$ cat config.mk
export PLATFORM = sky130hd
export DESIGN_NAME = byte_ring_buffer_all_or_nothing
export DESIGN_NICKNAME = d
export VERILOG_FILES = /design/src/hdl/brb_pkg.sv /design/src/hdl/byte_ring_buffer_all_or_nothing.sv /design/src/hdl/brb_front.sv /design/src/hdl/brb_queue.sv /design/src/hdl/brb_back.sv
export SDC_FILE = /design/constraint.sdc
export NUM_CORES = 2
export LEC_CHECK = 0
export ABC_AREA = 0
export BUFFER_PORTS_ARGS = -buffer_cell sky130_fd_sc_hd__buf_2
export CAP_MARGIN = 5
export CORE_ASPECT_RATIO = 0.8
export CORE_MARGIN = 1.5
export CORE_UTILIZATION = 25
export DETAILED_ROUTE_END_ITERATION = 10
export PLACE_DENSITY = 0.48
export SLEW_MARGIN = 10
export SYNTH_ARGS = -nofsm -noshare
export SYNTH_HDL_FRONTEND = slang
export SYNTH_SLANG_ARGS = --single-unit
$ cat constraint.sdc
create_clock -name clk -period 6.4 [get_ports clk]
set_clock_uncertainty 0.1 [all_clocks]
set_input_delay 0.96 -clock clk [delete_from_list [all_inputs] [get_ports clk]]
set_output_delay 0.96 -clock clk [all_outputs]
set_load 0.05 [all_outputs]
$ cat src/hdl/brb_pkg.sv
`default_nettype none
// ----------------------------------------------------------------------------
// brb_pkg: shared types and constants of the byte ring buffer
// Buffer geometry, status codes and the command word passed from the
// front end to the back end through the command queue.
// ----------------------------------------------------------------------------
package brb_pkg;

  // buffer geometry
  localparam int BUF_SIZE = 256;
  localparam int PTR_W    = $clog2(BUF_SIZE);
  localparam int MAX_READ = 64;

  // field widths
  localparam int BYTE_W   = 8;
  localparam int LEN_W    = 8;
  localparam int STAT_W   = 2;
  localparam int RLEN_W   = 7;

  // width for comparing pointer-sized values against byte lengths
  localparam int CMP_W    = (PTR_W > LEN_W) ? PTR_W : LEN_W;

  // command queue depth
  localparam int QUEUE_DEPTH = 4;
  localparam int QIDX_W      = $clog2(QUEUE_DEPTH);
  localparam int QCNT_W      = $clog2(QUEUE_DEPTH + 1);

  // opcodes
  localparam logic OP_WRITE = 1'b0;
  localparam logic OP_READ  = 1'b1;

  // result status codes
  localparam logic [STAT_W-1:0] ST_OK       = 2'd0;
  localparam logic [STAT_W-1:0] ST_NO_SPACE = 2'd1;
  localparam logic [STAT_W-1:0] ST_NO_DATA  = 2'd2;

  // classified command handed to the back end
  typedef struct packed {
    logic              is_read;
    logic [STAT_W-1:0] status;
    logic              store;
    logic [PTR_W-1:0]  addr;
    logic [BYTE_W-1:0] data;
    logic [RLEN_W-1:0] n;
  } cmd_t;

endpackage
`default_nettype wire

$ cat src/hdl/byte_ring_buffer_all_or_nothing.sv
`default_nettype none
// ----------------------------------------------------------------------------
// byte_ring_buffer_all_or_nothing: message byte ring buffer, top level
// Front end classifier, command queue and back end executor with store.
// ----------------------------------------------------------------------------
// Ring buffer of 256 bytes holding up to 255. A message is written as a run
// of write words, the first carrying the length; the message is stored only
// if it fits completely, otherwise every word of it answers no space, and
// readers see it only after its last byte. Each write word gives one result.
// A read word gives min(cap, stored, 64) results, or one no-data result.
// The input side takes one word per cycle as long as the four-entry command
// queue has room; the result side delivers one word per cycle unless stalled,
// so a read of n bytes holds the back end for n result words, one per byte
// via the single read port of the byte store. Input words keep flowing into
// the queue during a read run until it fills. No clearing pass after reset.
module byte_ring_buffer_all_or_nothing (
  input  wire logic                        clk,
  input  wire logic                        rst_n,
  input  wire logic                        in_valid,
  output logic                             in_stall,
  input  wire logic                        in_opcode,
  input  wire logic                        in_first_of_message,
  input  wire logic [brb_pkg::LEN_W-1:0]   in_msg_len,
  input  wire logic [brb_pkg::BYTE_W-1:0]  in_data_in_byte,
  output logic                             out_valid,
  input  wire logic                        out_stall,
  output logic [brb_pkg::STAT_W-1:0]       out_status,
  output logic [brb_pkg::BYTE_W-1:0]       out_data_byte,
  output logic                             out_last_of_run,
  output logic [brb_pkg::RLEN_W-1:0]       out_read_length
);

  brb_pkg::cmd_t front_cmd;
  brb_pkg::cmd_t head_cmd;
  logic          accept;
  logic          q_full;
  logic          q_empty;
  logic          pop;

  // accept a word whenever the queue has room
  assign in_stall = q_full;
  assign accept   = in_valid && !q_full;

  brb_front u_front (
    .clk              (clk),
    .rst_n            (rst_n),
    .accept           (accept),
    .opcode           (in_opcode),
    .first_of_message (in_first_of_message),
    .msg_len          (in_msg_len),
    .data_in_byte     (in_data_in_byte),
    .cmd              (front_cmd)
  );

  brb_queue u_queue (
    .clk      (clk),
    .rst_n    (rst_n),
    .push     (accept),
    .push_cmd (front_cmd),
    .pop      (pop),
    .head_cmd (head_cmd),
    .full     (q_full),
    .empty    (q_empty)
  );

  brb_back u_back (
    .clk             (clk),
    .rst_n           (rst_n),
    .cmd             (head_cmd),
    .q_empty         (q_empty),
    .pop             (pop),
    .out_valid       (out_valid),
    .out_stall       (out_stall),
    .out_status      (out_status),
    .out_data_byte   (out_data_byte),
    .out_last_of_run (out_last_of_run),
    .out_read_length (out_read_length)
  );

endmodule
`default_nettype wire

$ cat src/hdl/brb_front.sv
`default_nettype none
// ----------------------------------------------------------------------------
// brb_front: input classifier of the byte ring buffer
// Keeps the pointers and message state, decides per word whether it is
// stored, rejected or read, and emits one command per accepted word.
// ----------------------------------------------------------------------------
module brb_front (
  input  wire logic                       clk,
  input  wire logic                       rst_n,
  input  wire logic                       accept,
  input  wire logic                       opcode,
  input  wire logic                       first_of_message,
  input  wire logic [brb_pkg::LEN_W-1:0]  msg_len,
  input  wire logic [brb_pkg::BYTE_W-1:0] data_in_byte,
  output brb_pkg::cmd_t                   cmd
);

  logic [brb_pkg::PTR_W-1:0] ch_r, ch_nxt;
  logic [brb_pkg::PTR_W-1:0] rp_r, rp_nxt;
  logic [brb_pkg::PTR_W-1:0] wp_r, wp_nxt;
  logic [brb_pkg::LEN_W-1:0] left_r, left_nxt;
  logic                      acc_r, acc_nxt;

  logic [brb_pkg::PTR_W-1:0]  free_space;
  logic [brb_pkg::PTR_W-1:0]  stored;
  logic [brb_pkg::RLEN_W-1:0] cap;
  logic [brb_pkg::RLEN_W-1:0] n;
  logic [brb_pkg::PTR_W-1:0]  wp_eff;
  logic [brb_pkg::LEN_W-1:0]  left_eff;
  logic                       acc_eff;
  logic [brb_pkg::LEN_W-1:0]  left_dec;

  // occupancy figures from the committed pointers
  assign free_space = rp_r - ch_r - brb_pkg::PTR_W'(1);
  assign stored     = ch_r - rp_r;
  assign cap = (msg_len > brb_pkg::LEN_W'(brb_pkg::MAX_READ)) ?
               brb_pkg::RLEN_W'(brb_pkg::MAX_READ) : brb_pkg::RLEN_W'(msg_len);
  assign n   = (brb_pkg::CMP_W'(stored) < brb_pkg::CMP_W'(cap)) ?
               brb_pkg::RLEN_W'(stored) : cap;

  // message state as seen by this write word
  assign wp_eff   = first_of_message ? ch_r : wp_r;
  assign left_eff = first_of_message ? msg_len : left_r;
  assign acc_eff  = first_of_message ?
                    (brb_pkg::CMP_W'(free_space) >= brb_pkg::CMP_W'(msg_len)) : acc_r;
  assign left_dec = left_eff - brb_pkg::LEN_W'(1);

  // classify the word and work out the next pointer state
  always_comb begin
    ch_nxt   = ch_r;
    rp_nxt   = rp_r;
    wp_nxt   = wp_r;
    left_nxt = left_r;
    acc_nxt  = acc_r;
    cmd.is_read = 1'b0;
    cmd.status  = brb_pkg::ST_OK;
    cmd.store   = 1'b0;
    cmd.addr    = wp_eff;
    cmd.data    = data_in_byte;
    cmd.n       = n;
    if (opcode == brb_pkg::OP_READ) begin
      cmd.is_read = 1'b1;
      cmd.addr    = rp_r;
      rp_nxt      = rp_r + brb_pkg::PTR_W'(n);
    end else if (first_of_message && (msg_len == '0)) begin
      // empty message: acknowledged, nothing stored
      wp_nxt   = ch_r;
      left_nxt = '0;
      acc_nxt  = 1'b0;
    end else if (!first_of_message && (left_r == '0)) begin
      // stray word outside any message
      cmd.status = brb_pkg::ST_NO_SPACE;
    end else begin
      left_nxt = left_dec;
      if (acc_eff) begin
        cmd.store = 1'b1;
        wp_nxt    = wp_eff + brb_pkg::PTR_W'(1);
        acc_nxt   = 1'b1;
        if (left_dec == '0) begin
          ch_nxt  = wp_eff + brb_pkg::PTR_W'(1);
          acc_nxt = 1'b0;
        end
      end else begin
        cmd.status = brb_pkg::ST_NO_SPACE;
        wp_nxt     = wp_eff;
        acc_nxt    = 1'b0;
      end
    end
  end

  // pointer and message state
  always_ff @(posedge clk) begin
    if (!rst_n) begin
      ch_r   <= '0;
      rp_r   <= '0;
      wp_r   <= '0;
      left_r <= '0;
      acc_r  <= 1'b0;
    end else if (accept) begin
      ch_r   <= ch_nxt;
      rp_r   <= rp_nxt;
      wp_r   <= wp_nxt;
      left_r <= left_nxt;
      acc_r  <= acc_nxt;
    end
  end

endmodule
`default_nettype wire

$ cat src/hdl/brb_queue.sv
`default_nettype none
// ----------------------------------------------------------------------------
// brb_queue: command queue between front end and back end
// Small register FIFO of classified commands, written by the front end
// and drained in order by the back end.
// ----------------------------------------------------------------------------
module brb_queue (
  input  wire logic          clk,
  input  wire logic          rst_n,
  input  wire logic          push,
  input  wire brb_pkg::cmd_t push_cmd,
  input  wire logic          pop,
  output brb_pkg::cmd_t      head_cmd,
  output logic               full,
  output logic               empty
);

  brb_pkg::cmd_t              slot_r [brb_pkg::QUEUE_DEPTH];
  logic [brb_pkg::QIDX_W-1:0] wr_idx_r, rd_idx_r;
  logic [brb_pkg::QCNT_W-1:0] count_r;

  assign full     = (count_r == brb_pkg::QCNT_W'(brb_pkg::QUEUE_DEPTH));
  assign empty    = (count_r == '0);
  assign head_cmd = slot_r[rd_idx_r];

  // storage
  always_ff @(posedge clk) begin
    if (push) begin
      slot_r[wr_idx_r] <= push_cmd;
    end
  end

  // indexes and fill level
  always_ff @(posedge clk) begin
    if (!rst_n) begin
      wr_idx_r <= '0;
      rd_idx_r <= '0;
      count_r  <= '0;
    end else begin
      if (push) begin
        wr_idx_r <= (wr_idx_r == brb_pkg::QIDX_W'(brb_pkg::QUEUE_DEPTH - 1)) ?
                    '0 : wr_idx_r + brb_pkg::QIDX_W'(1);
      end
      if (pop) begin
        rd_idx_r <= (rd_idx_r == brb_pkg::QIDX_W'(brb_pkg::QUEUE_DEPTH - 1)) ?
                    '0 : rd_idx_r + brb_pkg::QIDX_W'(1);
      end
      if (push && !pop) begin
        count_r <= count_r + brb_pkg::QCNT_W'(1);
      end else if (pop && !push) begin
        count_r <= count_r - brb_pkg::QCNT_W'(1);
      end
    end
  end

endmodule
`default_nettype wire

$ cat src/hdl/brb_back.sv
`default_nettype none
// ----------------------------------------------------------------------------
// brb_back: executor of the byte ring buffer
// Owns the byte store, carries out queued commands in order and drives
// the registered result channel, one result word per cycle unless stalled.
// ----------------------------------------------------------------------------
module brb_back (
  input  wire logic                        clk,
  input  wire logic                        rst_n,
  input  wire brb_pkg::cmd_t               cmd,
  input  wire logic                        q_empty,
  output logic                             pop,
  output logic                             out_valid,
  input  wire logic                        out_stall,
  output logic [brb_pkg::STAT_W-1:0]       out_status,
  output logic [brb_pkg::BYTE_W-1:0]       out_data_byte,
  output logic                             out_last_of_run,
  output logic [brb_pkg::RLEN_W-1:0]       out_read_length
);

  logic [brb_pkg::BYTE_W-1:0] byte_store [brb_pkg::BUF_SIZE];
  logic [brb_pkg::BYTE_W-1:0] rd_q;

  logic                       out_valid_r;
  logic [brb_pkg::STAT_W-1:0] out_status_r;
  logic                       out_last_r;
  logic [brb_pkg::RLEN_W-1:0] out_rlen_r;
  logic                       out_rd_r;

  logic                       busy_r, busy_nxt;
  logic [brb_pkg::PTR_W-1:0]  raddr_r, raddr_nxt;
  logic [brb_pkg::RLEN_W-1:0] cnt_r, cnt_nxt;
  logic [brb_pkg::RLEN_W-1:0] n_r, n_nxt;

  logic                       adv;
  logic                       emit;
  logic                       rd_en;
  logic [brb_pkg::PTR_W-1:0]  ra;
  logic                       we;
  logic [brb_pkg::STAT_W-1:0] st;
  logic                       last;
  logic [brb_pkg::RLEN_W-1:0] rlen;
  logic                       isrd;

  // output register free or being emptied this cycle
  assign adv = !out_valid_r || !out_stall;

  // sequencer: continue a read run or start the next command
  always_comb begin
    pop       = 1'b0;
    emit      = 1'b0;
    rd_en     = 1'b0;
    ra        = raddr_r;
    we        = 1'b0;
    st        = brb_pkg::ST_OK;
    last      = 1'b1;
    rlen      = '0;
    isrd      = 1'b0;
    busy_nxt  = busy_r;
    raddr_nxt = raddr_r;
    cnt_nxt   = cnt_r;
    n_nxt     = n_r;
    if (adv) begin
      if (busy_r) begin
        emit      = 1'b1;
        isrd      = 1'b1;
        rd_en     = 1'b1;
        last      = (cnt_r == brb_pkg::RLEN_W'(1));
        rlen      = n_r;
        raddr_nxt = raddr_r + brb_pkg::PTR_W'(1);
        cnt_nxt   = cnt_r - brb_pkg::RLEN_W'(1);
        busy_nxt  = (cnt_r != brb_pkg::RLEN_W'(1));
      end else if (!q_empty) begin
        pop  = 1'b1;
        emit = 1'b1;
        if (cmd.is_read) begin
          if (cmd.n == '0) begin
            st = brb_pkg::ST_NO_DATA;
          end else begin
            isrd      = 1'b1;
            rd_en     = 1'b1;
            ra        = cmd.addr;
            last      = (cmd.n == brb_pkg::RLEN_W'(1));
            rlen      = cmd.n;
            raddr_nxt = cmd.addr + brb_pkg::PTR_W'(1);
            cnt_nxt   = cmd.n - brb_pkg::RLEN_W'(1);
            n_nxt     = cmd.n;
            busy_nxt  = (cmd.n != brb_pkg::RLEN_W'(1));
          end
        end else begin
          st = cmd.status;
          we = cmd.store;
        end
      end
    end
  end

  // byte store, registered read port
  always_ff @(posedge clk) begin
    if (we) begin
      byte_store[cmd.addr] <= cmd.data;
    end
    if (rd_en) begin
      rd_q <= byte_store[ra];
    end
  end

  // control state
  always_ff @(posedge clk) begin
    if (!rst_n) begin
      out_valid_r <= 1'b0;
      busy_r      <= 1'b0;
    end else if (adv) begin
      out_valid_r <= emit;
      busy_r      <= busy_nxt;
    end
  end

  // result payload and run counters
  always_ff @(posedge clk) begin
    if (adv) begin
      out_status_r <= st;
      out_last_r   <= last;
      out_rlen_r   <= rlen;
      out_rd_r     <= isrd;
      raddr_r      <= raddr_nxt;
      cnt_r        <= cnt_nxt;
      n_r          <= n_nxt;
    end
  end

  assign out_valid       = out_valid_r;
  assign out_status      = out_status_r;
  assign out_data_byte   = out_rd_r ? rd_q : '0;
  assign out_last_of_run = out_last_r;
  assign out_read_length = out_rlen_r;

endmodule
`default_nettype wire

## Yosys cells after proc, flatten, opt, wreduce, memory -nomap -nowiden

Memory sizes are Yosys's and may differ from the RTL's. A register that Yosys moved wholly into a read port is not among the register bits.
Index checks and enable logic that the tools add are counted.

| operators by class | value |
|---|---|
| divide/modulo/power cells | 0 |
| add/subtract/negate cells | 14 |
| shifts and indexed selects | 0 |
| muxes and demuxes | 73 |
| $lt $le $gt $ge | 3 |
| reductions and logical operators | 25 |
| equal/unequal tests | 10 |
| multiply operators | 0 |
| bitwise operators | 6 |

Operator list:

| cell | number |
|---|---|
| $mux W8 | 18 |
| $mux W7 | 10 |
| $mux W1 | 35 |
| $add A8 B1 Y8 const B | 3 |
| $logic_not A8 Y1 | 3 |
| $sub A8 B1 Y8 const B | 2 |
| $sub A8 B8 Y8 | 2 |
| $eq A7 B1 Y1 const B | 2 |
| $ne A7 B1 Y1 const B | 2 |
| $sub A7 B1 Y7 const B | 2 |
| $mux W2 | 6 |
| $mux W3 | 4 |
| $add A8 B7 Y8 | 1 |
| $ge A8 B8 Y1 | 1 |
| $gt A8 B7 Y1 const B | 1 |
| $lt A8 B7 Y1 | 1 |
| $logic_not A7 Y1 | 1 |
| $logic_not A1 Y1 | 6 |
| $not A1 Y1 | 6 |
| $reduce_and A6 Y1 | 1 |
| $logic_and A1 B1 Y1 | 5 |
| $reduce_and A5 Y1 | 1 |
| $add A2 B1 Y2 const B | 2 |
| $eq A2 B2 Y1 const B | 2 |
| 12 further kinds | 14 |

| storage, ports and cells | value |
|---|---|
| memories kept | 2 |
| logic and storage cells | 150 |
| register bits | 75 |
| bits of input ports | 22 |
| RAM bits | 2,156 |
| output and inout port bits | 20 |
| bits in latches | 0 |
| bits in read-only memories | 0 |

Memory list:

| name | words | width | read ports | clocked after memory_dff | write ports | line | RTL |
|---|---|---|---|---|---|---|---|
| u_back.byte_store | 256 | 8 | 1 | 1 | 1 | brb_back.sv:21 | `logic [brb_pkg::BYTE_W-1:0] byte_store [brb_pkg::BUF_SIZE];` |
| u_queue.slot_r | 4 | 27 | 1 | 1 | 1 | brb_queue.sv:18 | `brb_pkg::cmd_t slot_r [brb_pkg::QUEUE_DEPTH];` |

## Longest topological paths before layout

| depth | value |
|---|---|
| depth after elaboration | 8 |
| mapped depth | 26 |
| gate-level depth less buffers | 26 |

## Modules after synthesis

From an unflattened synthesis, not the netlist that was laid out.

| second synthesis, totals | value |
|---|---|
| cell total of the unflattened synthesis | 6,716 |
| area total of the unflattened synthesis | 91,790.5 µm² |

Modules (own cells, without submodules):

| module | instances | seq. area each (µm²) | area each (µm²) | cells each |
|---|---|---|---|---|
| brb_back | 1 | 62,770.2 | 83,702.8 | 6,039 |
| brb_queue | 1 | 3,423.3 | 4,401.7 | 185 |
| brb_front | 1 | 660.6 | 3,672.3 | 491 |
| byte_ring_buffer_all_or_nothing | 1 | 0.0 | 13.8 | 1 |

## Worst setup path after synthesis

OpenSTA, ideal clock, no wires.

| path | value |
|---|---|
| kind | register to register |
| from | register with a tool-made name |
| to | register u_back.rd_q[5] (netlist bit), read port of u_back.byte_store (data pin) |
| required time | 6.034 ns |
| setup slack | 1.705 ns |
| setup time | 0.266 ns |
| stages on the path, launching flop included | 19 |
| period minus slack after synthesis | 4.695 ns |
| arrival | 4.329 ns |
| buffers on the path | 5 |
| cells stage by stage | dfxtp_1 buf_6 buf_2 buf_1 mux4_2 inv_1 ha_1 nor3b_4 a211oi_2 buf_6 mux2i_2 nand2_1 buf_2 a21oi_1 or4_1 nor3_1 o22ai_1 nor3_1 nor4_1 |

RTL lines:

| item | line | RTL |
|---|---|---|
| end, declared | brb_back.sv:22 | `logic [brb_pkg::BYTE_W-1:0] rd_q;` |

==> out/results.ini <==
[setup_path]
start_kind = flop
critPathKind = flop to flop
worstPathMaxFanout = 58
arrival_ns = 6.90
required_ns = 6.92
cp-end-kind = flop

[global_route]
grt_max_degree = 165
grt_pass1_vias = 52800
grt_pass1_wl_um = 394000
overflow = 0
globalRouteTotalUtil_pct = 14.7
antenna_found_initial = 24

[clock_network]
clk_latency_ns = 0.89
cts-buffers-inserted = 236
cts_max_level = 4
clk_pin_slew_ns = 0.06
cts.sinks = 2237
cts_root_buf = clkbuf_16
max-clock-path-buffers = 4
cts_tree = yes

[route]
ant_nets = 0
routed_wl_um = 277000
dr.pass1.iters = 6
wl_per_cell_um = 24.4
drc_errors = 0
avgViaCountPerCell = 4.78
dr_total_vias = 54400
initialDrtViolationCount = 6034

[sta]
setup_viol = 0
rsz0062_at_grt = no
max_freq_mhz = 157
slew_headroom_pct = 7.49
min_period_ns = 6.38
hold_violations = 0
finalSetupTns_ns = 0
tightest_slew_ns = 1.37
drv_slew = 0
period_share_pct = 99.7

[layout]
nets = 6480
drive_gt1_share_pct = 10.0
layout_common_cells = edfxtp_1 (2193), nand2_1 (1050), mux2i_1 (572)
seq_area_mm2 = 0.0667
final.fill_count = 35900
multi_input_area_mm2 = 0.0221
post-route-util_pct = 29.1
final_common_cell = edfxtp_1
area_delta_synth_final_pct = 15.7

[logic_synthesis]
yosysTopAreaCellShare_pct = 72.8
syn_area_per_cell_um2 = 14.4
synthFlopType = edfxtp_1
synth_cell_types = 62
synth-edff-count = 2193
synth.area.top_cells = edfxtp_1 (73%), mux2i_1 (6.4%), nand2_1 (4.5%)
postSynthCellCount = 6301
syn-num-nets = 6376
synthArstFlopShare_pct = 0
ys_warn_count = 0
synth.largest_area_cell = edfxtp_1
ys_seq_area_share_pct = 73.8
synth-seq-cells = 2237
mappedNetlistArea_mm2 = 0.0905

[place]
gp_congestion = 0.859
dp_hpwl_um = 174000
placement.io_buffers = 41

[outcome]
status = completed

[die]
dieArea_mm2 = 0.366
core_area_mm2 = 0.360
io_pins = 42
die_h_um = 541
die_x_um = 676
row_count = 197
start_util_pct = 25.1

[min_path]
min_path_type = input port to flop

[pwr]
powerDensity_mw_per_mm2 = 532
vdd_drop_max_mv = 0.498
p_leak_nw = 34.6

[run]
cap_viol_max_count = 0

## critical path, stage by stage (launching register included)
cell and delay [ns]:
dfxtp_2 0.59, mux4_2 0.38, inv_1 0.08, ha_1 0.25, nor3b_4 0.20, a211oi_4 0.71, mux2_8 0.64, mux2i_2 0.70
o22ai_1 0.50, nor4_2 0.78, o22ai_1 0.20, nor4_2 0.75, nor4_1 0.13
## per-layer routing
layer / global-route usage [%] / wire [um]
met1: 21.9 / 128000
met2: 21.8 / 120000
met3: 3.16 / 23200
met4: 3.27 / 5700
met5: 0 / 33
## power by group
group | switching, W | leakage (nW) | internal (W)
registers | 0.000201 | 20.1 | 0.0186
logic | 0.0167 | 10.8 | 0.00655
clock network | 0.00580 | 3.65 | 0.00773
total | 0.0227 | 34.6 | 0.0329
## metrics by stage
step | cells | instance area (um2) | total power, W | hold WS [ns] | worst slack [ns]
floorplan | 6301 | 90500 | 0.0324 | 0.344 | 1.71
global placement | 10900 | 97200 | 0.0422 | 0.356 | -0.566
detailed placement | 10900 | 97200 | 0.0423 | 0.362 | -0.773
CTS | 11400 | 105000 | 0.0559 | 0.129 | 0.0327
global route | 11400 | 105000 | 0.0579 | 0.152 | 0.0489
finish | 11400 | 105000 | 0.0556 | 0.198 | 0.0196
## Yosys cell counts (20+ instances only)
| cell type | count |
|---|---|
| buf_2 | 160 |
| ha_1 | 49 |
| nor2b_1 | 23 |
| mux4_2 | 26 |
| o22ai_1 | 226 |
| and2_1 | 36 |
| buf_4 | 22 |
| a21oi_1 | 373 |
| edfxtp_1 | 2193 |
| clkbuf_1 | 166 |
| inv_1 | 51 |
| nand3_1 | 281 |
| o221ai_1 | 66 |
| nand2_1 | 1074 |
| o21ai_0 | 111 |
| buf_1 | 20 |
| nor3_1 | 51 |
| a31oi_1 | 58 |
| nor4_1 | 101 |
| dfxtp_1 | 44 |
| mux2i_1 | 575 |
| nor2_1 | 321 |
| xnor2_1 | 33 |
| and3_1 | 24 |
## cells by family (layout without fill, tap and decap cells)
group                      Yosys count  count (layout)  synth area share (%)
AOI/OAI and AO/OA                  962             962                  6.37
xor gates and xnor gates            48              48                 0.465
adders and majority gates           53              53                 0.766
buffers and inverters              423             717                  2.10
DFF                               2237            2237                  73.8
muxes                              619             619                  7.25
other                                0              10                     0
and+or+nand+nor                   1959            1959                  9.29
## cell type report
| class | instances | area share, % |
|---|---|---|
| Clock buffer | 280 | 5.82 |
| Antenna cell | 10 | 0.0239 |
| Sequential cell | 2237 | 63.8 |
| Clock inverter | 148 | 1.31 |
| Inverter | 51 | 0.183 |
| Multi-Input combinational cell | 3641 | 21.1 |
| Timing Repair Buffer | 238 | 2.09 |
| Tap cell | 4776 | 5.71 |
## registers in the layout, indices dropped and copies added, names as in the netlist, named ones only
register,cells
u_back.busy_r,1
u_front.rp_r,8
u_queue.slot_r,104
u_queue.wr_idx_r,2
u_front.ch_r,8
u_back.out_valid,1
u_back.out_last_of_run,1
u_back.out_status,2
u_queue.count_r,3
u_front.acc_r,1
u_back.rd_q,8
u_back.n_r,7
u_queue.rd_idx_r,2
u_back.cnt_r,7
u_back.raddr_r,8
u_back.out_rd_r,1
u_back.out_read_length,7
u_front.wp_r,8
u_front.left_r,8
u_back.byte_store,2048
## final timing paths
path | startpoint | end | slack, ns | cells past startpoint
worst max-delay path | flop | u_back.rd_q[6] | 0.02 | 12
worst min register to register | u_front.acc_r | u_front.acc_r | 0.37 | 2
worst max register to register | flop | u_back.rd_q[6] | 0.02 | 12
worst min-delay path | in_data_in_byte[0] | u_queue.slot_r[2][7] | 0.20 | 1
## timing repair
item / CTS / global route
hold buffers: 0 / 0
gates resized for setup: 3 / 1
setup buffers: 0 / 0
endpoints found under the setup margin: 1 / 1
No activity file was read; power rests on OpenSTA's default activity.
